--- config.mk ---
export PLATFORM = sky130hd
export DESIGN_NAME = delimited_command_framer_unit
export DESIGN_NICKNAME = d
export VERILOG_FILES = /design/src/rtl/dcf_pkg.sv /design/src/rtl/dcf_store.sv /design/src/rtl/delimited_command_framer_unit.sv
export SDC_FILE = /design/constraint.sdc
export NUM_CORES = 1
export LEC_CHECK = 0
export ABC_AREA = 0
export BUFFER_PORTS_ARGS = -buffer_cell sky130_fd_sc_hd__buf_4
export CORE_MARGIN = 2
export CORE_UTILIZATION = 45
export CTS_CLUSTER_DIAMETER = 100
export DETAILED_ROUTE_END_ITERATION = 6
export PLACE_DENSITY_LB_ADDON = 0.15
export SKIP_LAST_GASP = 1
export SYNTH_ARGS = -nofsm -noshare
export SYNTH_HDL_FRONTEND = slang
export SYNTH_SLANG_ARGS = --single-unit
--- constraint.sdc ---
create_clock -name aclk -period 2.9 [get_ports aclk]
set_input_delay 0.725 -clock aclk [delete_from_list [all_inputs] [get_ports aclk]]
set_output_delay 0.725 -clock aclk [all_outputs]
set_load 0.005 [all_outputs]
--- src/rtl/dcf_pkg.sv ---
// Shared types, constants and the sequencer program for the delimited command framer.
// No dependencies; imported by dcf_store and delimited_command_framer_unit.
`timescale 1ns / 1ps

package dcf_pkg;

    localparam int FRAME_DEPTH_DEF = 32;
    localparam int MAX_RUN         = 31;
    localparam int RUN_W           = $clog2(MAX_RUN + 1);

    localparam logic [7:0] START_MARK = 8'h23;   // '#'
    localparam logic [7:0] END_MARK   = 8'h21;   // '!'
    localparam int         MIN_FRAME  = 2;

    localparam int CMD_FEED = 0;
    localparam int CMD_TAKE = 1;

    typedef enum logic [2:0] {
        STEP_FETCH,
        STEP_FEED,
        STEP_TAKE,
        STEP_READ,
        STEP_EMIT,
        STEP_SINGLE
    } step_t;

    typedef enum logic [1:0] {
        JMP_GOTO,      // go to target
        JMP_WAIT_IN,   // hold until a word is taken, then feed -> target, take -> alt
        JMP_ZERO,      // empty run -> alt, else target
        JMP_OUT        // hold until output slot frees, then last -> target, else alt
    } jump_t;

    typedef struct packed {
        logic  s_ready;
        logic  feed;
        logic  take;
        logic  rd;
        logic  emit_char;
        logic  emit_single;
        jump_t jump;
        step_t target;
        step_t alt;
    } ucode_t;

    // Control store: one control word per step.
    function automatic ucode_t dcf_ucode(input step_t step);
        ucode_t uw;
        uw = '{s_ready: 1'b0, feed: 1'b0, take: 1'b0, rd: 1'b0, emit_char: 1'b0,
               emit_single: 1'b0, jump: JMP_GOTO, target: STEP_FETCH, alt: STEP_FETCH};
        case (step)
            STEP_FETCH: begin
                uw.s_ready = 1'b1;
                uw.jump    = JMP_WAIT_IN;
                uw.target  = STEP_FEED;
                uw.alt     = STEP_TAKE;
            end
            STEP_FEED: begin
                uw.feed   = 1'b1;
                uw.target = STEP_FETCH;
            end
            STEP_TAKE: begin
                uw.take   = 1'b1;
                uw.jump   = JMP_ZERO;
                uw.target = STEP_READ;
                uw.alt    = STEP_SINGLE;
            end
            STEP_READ: begin
                uw.rd     = 1'b1;
                uw.target = STEP_EMIT;
            end
            STEP_EMIT: begin
                uw.emit_char = 1'b1;
                uw.jump      = JMP_OUT;
                uw.target    = STEP_FETCH;
                uw.alt       = STEP_READ;
            end
            STEP_SINGLE: begin
                uw.emit_single = 1'b1;
                uw.jump        = JMP_OUT;
                uw.target      = STEP_FETCH;
                uw.alt         = STEP_FETCH;
            end
            default: begin
                uw.target = STEP_FETCH;
            end
        endcase
        return uw;
    endfunction

endpackage

--- src/rtl/dcf_store.sv ---
// Byte store for the frame being received and the published command.
// One write port, one registered read port; depends on dcf_pkg.
`timescale 1ns / 1ps

module dcf_store #(
    parameter int DEPTH = dcf_pkg::FRAME_DEPTH_DEF
) (
    input  logic                     aclk,
    input  logic                     wr_en,
    input  logic [$clog2(DEPTH)-1:0] wr_addr,
    input  logic [7:0]               wr_data,
    input  logic                     rd_en,
    input  logic [$clog2(DEPTH)-1:0] rd_addr,
    output logic [7:0]               rd_data
);
    import dcf_pkg::*;

    logic [7:0] mem [DEPTH];
    logic [7:0] rd_data_reg;

    always_ff @(posedge aclk) begin
        if (wr_en) begin
            mem[wr_addr] <= wr_data;
        end
    end

    // hold read data until the next read
    always_ff @(posedge aclk) begin
        if (rd_en) begin
            rd_data_reg <= mem[rd_addr];
        end
    end

    assign rd_data = rd_data_reg;

endmodule

--- src/rtl/delimited_command_framer_unit.sv ---
// Top level of the delimited command framer: microcoded sequencer, frame datapath, output slot.
// Depends on dcf_pkg and dcf_store.
`timescale 1ns / 1ps

// Receives command frames that open with '#' and close with '!' and keeps one finished
// command in a single slot until it is taken. Each input word is either a feed (s_tuser 0,
// one received byte in s_tdata[7:0]) or a take (s_tuser 1, reader buffer size in
// s_tdata[15:8]). A feed gives no result and passes through the fetch step and the update
// step. A take returns a run of result words with one command character each,
// cut to size minus one and to 31 characters, with m_tlast on the final word; when there is
// no command, or the size leaves no room, it returns one word with m_tuser[1] low. A take of
// n characters passes through the fetch and take steps, then a read step and an emit step
// for each character (one single step for a single word), as the read of the shared byte
// store is registered: one step reads a character, the next places it in the output
// register. Back pressure on m_tready holds the emit and single steps until it frees.
// While a command waits in the slot, fed bytes are ignored. FRAME_DEPTH sets the byte store
// depth; a frame keeps at most FRAME_DEPTH - 1 bytes including both marks.
module delimited_command_framer_unit #(
    parameter int FRAME_DEPTH = dcf_pkg::FRAME_DEPTH_DEF
) (
    input  logic        aclk,
    input  logic        aresetn,
    // input channel
    input  logic        s_tvalid,
    output logic        s_tready,
    input  logic [15:0] s_tdata,    // [7:0] rx_byte, [15:8] out_size
    input  logic        s_tuser,    // [0] cmd
    // result channel
    output logic        m_tvalid,
    input  logic        m_tready,
    output logic [7:0]  m_tdata,    // [7:0] char_byte
    output logic [1:0]  m_tuser,    // [0] command_found, [1] char_valid
    output logic        m_tlast     // last
);
    import dcf_pkg::*;

    localparam int                ADDR_W = $clog2(FRAME_DEPTH);
    localparam logic [ADDR_W-1:0] LIMIT  = ADDR_W'(FRAME_DEPTH - 1);

    // ---------------------------------------------------------------
    // Sequencer: step counter and control word
    // ---------------------------------------------------------------
    step_t  step_reg, step_next;
    ucode_t uw;

    logic s_accept;
    logic out_free;
    logic run_last;
    logic run_zero;

    // latched input word
    logic [7:0] rx_reg;
    logic [7:0] size_reg;

    // frame and command state
    logic              in_frame_reg, in_frame_next;
    logic [ADDR_W-1:0] fill_reg, fill_next;
    logic              ready_reg, ready_next;
    logic [ADDR_W-1:0] len_reg, len_next;

    // readout state
    logic [RUN_W-1:0] n_reg;
    logic [RUN_W-1:0] idx_reg;
    logic             found_reg;
    logic [RUN_W-1:0] n_calc;
    logic             found_calc;
    logic [7:0]       size_m1;
    logic [7:0]       len_ext;
    logic [7:0]       min8;

    // store ports
    logic              wr_en;
    logic [ADDR_W-1:0] wr_addr;
    logic [7:0]        rd_data;

    // output slot
    logic       m_valid_reg;
    logic [7:0] m_data_reg;
    logic [1:0] m_user_reg;
    logic       m_last_reg;

    assign uw       = dcf_ucode(step_reg);
    assign s_tready = uw.s_ready;
    assign s_accept = s_tvalid && uw.s_ready;
    assign out_free = !m_valid_reg || m_tready;
    assign run_last = (idx_reg + RUN_W'(1)) == n_reg;
    assign run_zero = (n_calc == '0);

    // next step
    always_comb begin
        step_next = step_reg;
        case (uw.jump)
            JMP_GOTO: begin
                step_next = uw.target;
            end
            JMP_WAIT_IN: begin
                if (s_accept) begin
                    step_next = (s_tuser == 1'(CMD_TAKE)) ? uw.alt : uw.target;
                end
            end
            JMP_ZERO: begin
                step_next = run_zero ? uw.alt : uw.target;
            end
            JMP_OUT: begin
                if (out_free) begin
                    step_next = (uw.emit_single || run_last) ? uw.target : uw.alt;
                end
            end
            default: begin
                step_next = STEP_FETCH;
            end
        endcase
    end

    always_ff @(posedge aclk) begin
        if (!aresetn) begin
            step_reg <= STEP_FETCH;
        end else begin
            step_reg <= step_next;
        end
    end

    // hold the accepted word for the following steps
    always_ff @(posedge aclk) begin
        if (s_accept) begin
            rx_reg   <= s_tdata[7:0];
            size_reg <= s_tdata[15:8];
        end
    end

    // ---------------------------------------------------------------
    // Take: run length = min(length, size - 1, MAX_RUN); empty slot or
    // zero size gives a not-found word
    // ---------------------------------------------------------------
    assign found_calc = ready_reg && (size_reg != 8'd0);
    assign size_m1    = size_reg - 8'd1;
    assign len_ext    = 8'(len_reg);
    assign min8       = (len_ext < size_m1) ? len_ext : size_m1;

    always_comb begin
        if (!found_calc) begin
            n_calc = '0;
        end else if (min8 > 8'(MAX_RUN)) begin
            n_calc = RUN_W'(MAX_RUN);
        end else begin
            n_calc = min8[RUN_W-1:0];
        end
    end

    always_ff @(posedge aclk) begin
        if (uw.take) begin
            n_reg     <= n_calc;
            found_reg <= found_calc;
            idx_reg   <= '0;
        end else if (uw.emit_char && out_free) begin
            idx_reg <= idx_reg + RUN_W'(1);
        end
    end

    // ---------------------------------------------------------------
    // Feed: frame tracking and the store write
    // ---------------------------------------------------------------
    always_comb begin
        in_frame_next = in_frame_reg;
        fill_next     = fill_reg;
        ready_next    = ready_reg;
        len_next      = len_reg;
        wr_en         = 1'b0;
        wr_addr       = fill_reg;

        if (uw.feed && !ready_reg) begin
            if (!in_frame_reg) begin
                // drop bytes until a start mark
                if (rx_reg == START_MARK) begin
                    wr_en         = 1'b1;
                    wr_addr       = '0;
                    fill_next     = ADDR_W'(1);
                    in_frame_next = 1'b1;
                end
            end else if (rx_reg == END_MARK) begin
                // close; publish only when the end mark fits
                if (fill_reg < LIMIT) begin
                    wr_en = 1'b1;
                    if ((32'(fill_reg) + 32'd1) >= 32'(MIN_FRAME)) begin
                        len_next   = fill_reg + ADDR_W'(1);
                        ready_next = 1'b1;
                    end
                end
                in_frame_next = 1'b0;
                fill_next     = '0;
            end else if (rx_reg == START_MARK) begin
                // restart the frame
                wr_en     = 1'b1;
                wr_addr   = '0;
                fill_next = ADDR_W'(1);
            end else if (fill_reg < LIMIT) begin
                wr_en     = 1'b1;
                fill_next = fill_reg + ADDR_W'(1);
            end else begin
                // overflow: drop the frame
                in_frame_next = 1'b0;
                fill_next     = '0;
            end
        end

        if (uw.take && found_calc) begin
            ready_next = 1'b0;
            len_next   = '0;
        end
    end

    always_ff @(posedge aclk) begin
        if (!aresetn) begin
            in_frame_reg <= 1'b0;
            fill_reg     <= '0;
            ready_reg    <= 1'b0;
            len_reg      <= '0;
        end else begin
            in_frame_reg <= in_frame_next;
            fill_reg     <= fill_next;
            ready_reg    <= ready_next;
            len_reg      <= len_next;
        end
    end

    // frame bytes and the published command share one store: while the
    // slot is full no byte is written, so the command stays intact
    dcf_store #(
        .DEPTH (FRAME_DEPTH)
    ) u_store (
        .aclk    (aclk),
        .wr_en   (wr_en),
        .wr_addr (wr_addr),
        .wr_data (rx_reg),
        .rd_en   (uw.rd),
        .rd_addr (ADDR_W'(idx_reg)),
        .rd_data (rd_data)
    );

    // ---------------------------------------------------------------
    // Output slot
    // ---------------------------------------------------------------
    always_ff @(posedge aclk) begin
        if (!aresetn) begin
            m_valid_reg <= 1'b0;
        end else if ((uw.emit_char || uw.emit_single) && out_free) begin
            m_valid_reg <= 1'b1;
        end else if (m_tready) begin
            m_valid_reg <= 1'b0;
        end
    end

    always_ff @(posedge aclk) begin
        if (uw.emit_char && out_free) begin
            m_data_reg <= rd_data;
            m_user_reg <= 2'b11;
            m_last_reg <= run_last;
        end else if (uw.emit_single && out_free) begin
            m_data_reg <= 8'd0;
            m_user_reg <= {1'b0, found_reg};
            m_last_reg <= 1'b1;
        end
    end

    assign m_tvalid = m_valid_reg;
    assign m_tdata  = m_data_reg;
    assign m_tuser  = m_user_reg;
    assign m_tlast  = m_last_reg;

    // ---------------------------------------------------------------
    // Assertions
    // ---------------------------------------------------------------
    a_slot_blocks_frame: assert property (@(posedge aclk) disable iff (!aresetn)
        ready_reg |-> !in_frame_reg)
        else $error("frame in progress while command slot is full");

    a_publish_from_feed: assert property (@(posedge aclk) disable iff (!aresetn)
        $rose(ready_reg) |-> $past(step_reg) == STEP_FEED)
        else $error("command published outside a feed step");

    a_run_in_range: assert property (@(posedge aclk) disable iff (!aresetn)
        (step_reg == STEP_READ || step_reg == STEP_EMIT) |-> idx_reg < n_reg)
        else $error("readout index past run length");

    a_char_implies_found: assert property (@(posedge aclk) disable iff (!aresetn)
        (m_valid_reg && m_user_reg[1]) |-> m_user_reg[0])
        else $error("character word without a found command");

    a_fill_bound: assert property (@(posedge aclk) disable iff (!aresetn)
        !in_frame_reg |-> fill_reg == '0)
        else $error("fill count left over outside a frame");

endmodule
==> results.cfg <==
[status]
status = completed

[synth]
synth_xor_area_share_pct = 1.23
muxShareOfSynthArea_pct = 14.8
synth_top_family_by_area = multiplexers
synthArstFlopShare_pct = 0
syn_inst = 688
synthSimpleGateAreaFrac_pct = 5.85
syn_area_um2 = 12900
yosysUniqueCellTypes = 55
yosys.area_share.adder_pct = 0.876
avgSynthCellArea_um2 = 18.7
synth_seq_cells = 318
ys_warn_count = 0
synth_ff_type = edfxtp_1
synth-edff-count = 295
synth-compound-area-share_pct = 3.13
synth_seq_area_share_pct = 72.5

[global_route]
gr-usage-all-layers_pct = 18.8
grt_pass1_vias = 6800
antenna_found_initial = 0
grt_max_degree = 44
grt_overflow = 0
grt_first_pass_wirelength_um = 42200

[flow_run]
drv_cap = 0

[timing]
min_period_over_period_pct = 89.9
final-hold-violation-count = 0
drv_slew = 0
relSlewSlack_pct = 19.2
rsz0062_at_grt = false
finalSetupTns_ns = 0
period_needed_ns = 2.61
skew_ns = 0.0215
worst_slew_pin_slew_ns = 1.20
fmax_ghz = 0.384
finalSetupViolCount = 0

[clocking]
cts_setup_buffers = 0
clkSlewWorstSetupHoldPaths_ns = 0.06
htreeDepth = 2
clk_latency_ns = 0.51
cts.sinks = 318
cts_resized = 0
postCtsHoldBufs = 0
cts_made_buffers = 34
clockBufferDepth = 3
cts_root_buf = clkbuf_16
cts_tree = built

[drt]
wl_per_cell_um = 23.0
routed_via_density = 5.57
ant_nets = 0
drt_iter0_drc = 703
num_vias = 6602
drc = 0
dr.pass1.iters = 5
drt-total-wl_um = 27300

[layout]
diodes = 0
area_growth_pct = 16.4
drive_gt1_share_pct = 28.4
fin_nets = 814
fin_cells = 1185
top_register = u_store.mem
largest_reg_flops = 256

[pwr]
power.density_nw_per_um2 = 751
leakage_uw = 0.00480
ir_drop_mv = 0.382

[critical_path]
cp.required_ns = 3.22
cp-start-kind = register
worst-setup-path-type = reg -> reg
critPathCaptureType = register
critPathArrivalTime_ns = 2.92
path_max_fanout = 12

[floorplanning]
die-width_um = 173
dieArea_um2 = 29900
die_h_um = 173
num_rows = 61
start_util_pct = 46.0
core_um2 = 27900
io_pins = 34

[placement]
dpl.hpwl_um = 17800
placement.io_buffers = 33
place_congestion = 0.799
place_inst = 1126

[worst_hold_path]
hold_path.class = in -> reg
==> worst max-delay path: stages, from the launching register on <==
cell and delay (ns):
edfxtp_1 0.42, inv_1 0.10, ha_1 0.22, nor3b_1 0.25, xnor2_1 0.24, ha_1 0.33
nand2_1 0.07, a21oi_1 0.05, a211o_2 0.41, a311oi_1 0.32
==> layout make-up <==
| class | count | area [um^2] |
|---|---|---|
| inverters | 10 | 37.5 |
| repair buffers | 87 | 703 |
| multi-input cells | 333 | 3360 |
| flip-flops and latches | 318 | 9320 |
| well taps | 378 | 473 |
| clock buffers | 42 | 891 |
| fillers | 2274 | 13000 |
| clock inverters | 17 | 179 |
==> cell usage after synthesis, types with 2 or more instances <==
library cell | n | share of area [%]
nand3_1 | 12 | 0.47
edfxtp_1 | 295 | 69
or4_1 | 3 | 0.18
o21ai_0 | 14 | 0.55
nor4_1 | 2 | 0.097
ha_1 | 9 | 0.88
a21oi_1 | 24 | 0.93
buf_1 | 4 | 0.12
o211ai_1 | 3 | 0.18
or3_1 | 3 | 0.15
nor2b_1 | 7 | 0.34
mux2_2 | 8 | 0.70
or4b_1 | 2 | 0.16
nor3b_1 | 3 | 0.18
buf_6 | 4 | 0.35
xor2_1 | 8 | 0.55
clkbuf_1 | 20 | 0.58
xnor2_1 | 10 | 0.68
a311oi_1 | 5 | 0.34
nand2b_1 | 2 | 0.097
nand4_1 | 4 | 0.19
o21ai_1 | 3 | 0.12
inv_1 | 9 | 0.26
nand2_1 | 16 | 0.47
mux4_2 | 80 | 14
buf_2 | 6 | 0.23
nor3_1 | 17 | 0.66
a211oi_1 | 2 | 0.12
and3_1 | 3 | 0.15
dfxtp_1 | 23 | 3.6
nor2_1 | 53 | 1.5
and2_1 | 11 | 0.54
==> worst paths after layout <==
check | start | to | slack (ns) | depth (start not counted)
min | s_tdata[13] | size_reg[5]$_DFFE_PP_ | 0.39 | 1
min reg2reg | m_tuser[0]$_SDFFE_PP1P_ | m_tuser[0]$_SDFFE_PP1P_ | 0.48 | 2
max reg2reg | size_reg[1]$_DFFE_PP_ | n_reg[1]$_DFFE_PP_ | 0.29 | 9
max | size_reg[1]$_DFFE_PP_ | n_reg[1]$_DFFE_PP_ | 0.29 | 9
==> metrics by stage <==
| stage | setup WS, ns | total power, uW | area (um^2) | util [%] | hold slack, ns |
|---|---|---|---|---|---|
| floorplan | 0.273 | 6600 | 12900 | - | 0.433 |
| global placement | 0.385 | 7200 | 13900 | 49.7 | 0.461 |
| detailed placement | 0.301 | 7210 | 13900 | 49.7 | 0.470 |
| CTS | 0.268 | 11400 | 15000 | 53.6 | 0.369 |
| global route | 0.128 | 11600 | 15000 | 53.6 | 0.371 |
| finish | 0.293 | 11200 | 15000 | 53.6 | 0.390 |
==> cell families (layout without fill, tap and decap cells) <==
| logic type | after synthesis | after routing |
|---|---|---|
| other | 1 | 8 |
| muxes | 89 | 89 |
| DFF | 318 | 318 |
| xor gates and xnor gates | 18 | 18 |
| and+or+nand+nor | 145 | 145 |
| buffers and inverters | 44 | 156 |
| adders and majority gates | 9 | 9 |
| AOI/OAI and AO/OA | 64 | 64 |
==> power breakdown <==
group | switching (uW) | internal (uW)
Combinational | 921 | 973
Clock | 1680 | 2460
Sequential | 70.0 | 5130
==> routing by layer <==
| metal | track usage [%] | vias to the layer above | wire length (um) |
|---|---|---|---|
| li1 | - | 2965 | - |
| met1 | 27.1 | 3416 | 12500 |
| met2 | 29.6 | 179 | 13000 |
| met3 | 2.81 | 42 | 1030 |
| met4 | 6.11 | 0 | 726 |
| met5 | 0 | - | 0 |
==> cell usage in the layout (no fill, tap or decap), types with 4 or more instances in the layout <==
cell and n:
a21oi_1 24, a311oi_1 5, and2_1 11, buf_12 4, buf_4 83, clkbuf_1 7
clkbuf_16 34, clkinv_1 7, conb_1 8, dfxtp_1 21, edfxtp_1 295, ha_1 9
inv_1 9, mux2_2 8, mux4_2 80, nand2_1 16, nand3_1 12, nand4_1 4
nor2_1 53, nor2b_1 7, nor3_1 17, o21ai_0 14, xnor2_1 10, xor2_1 8
No activity file was read; power rests on OpenSTA's default activity.
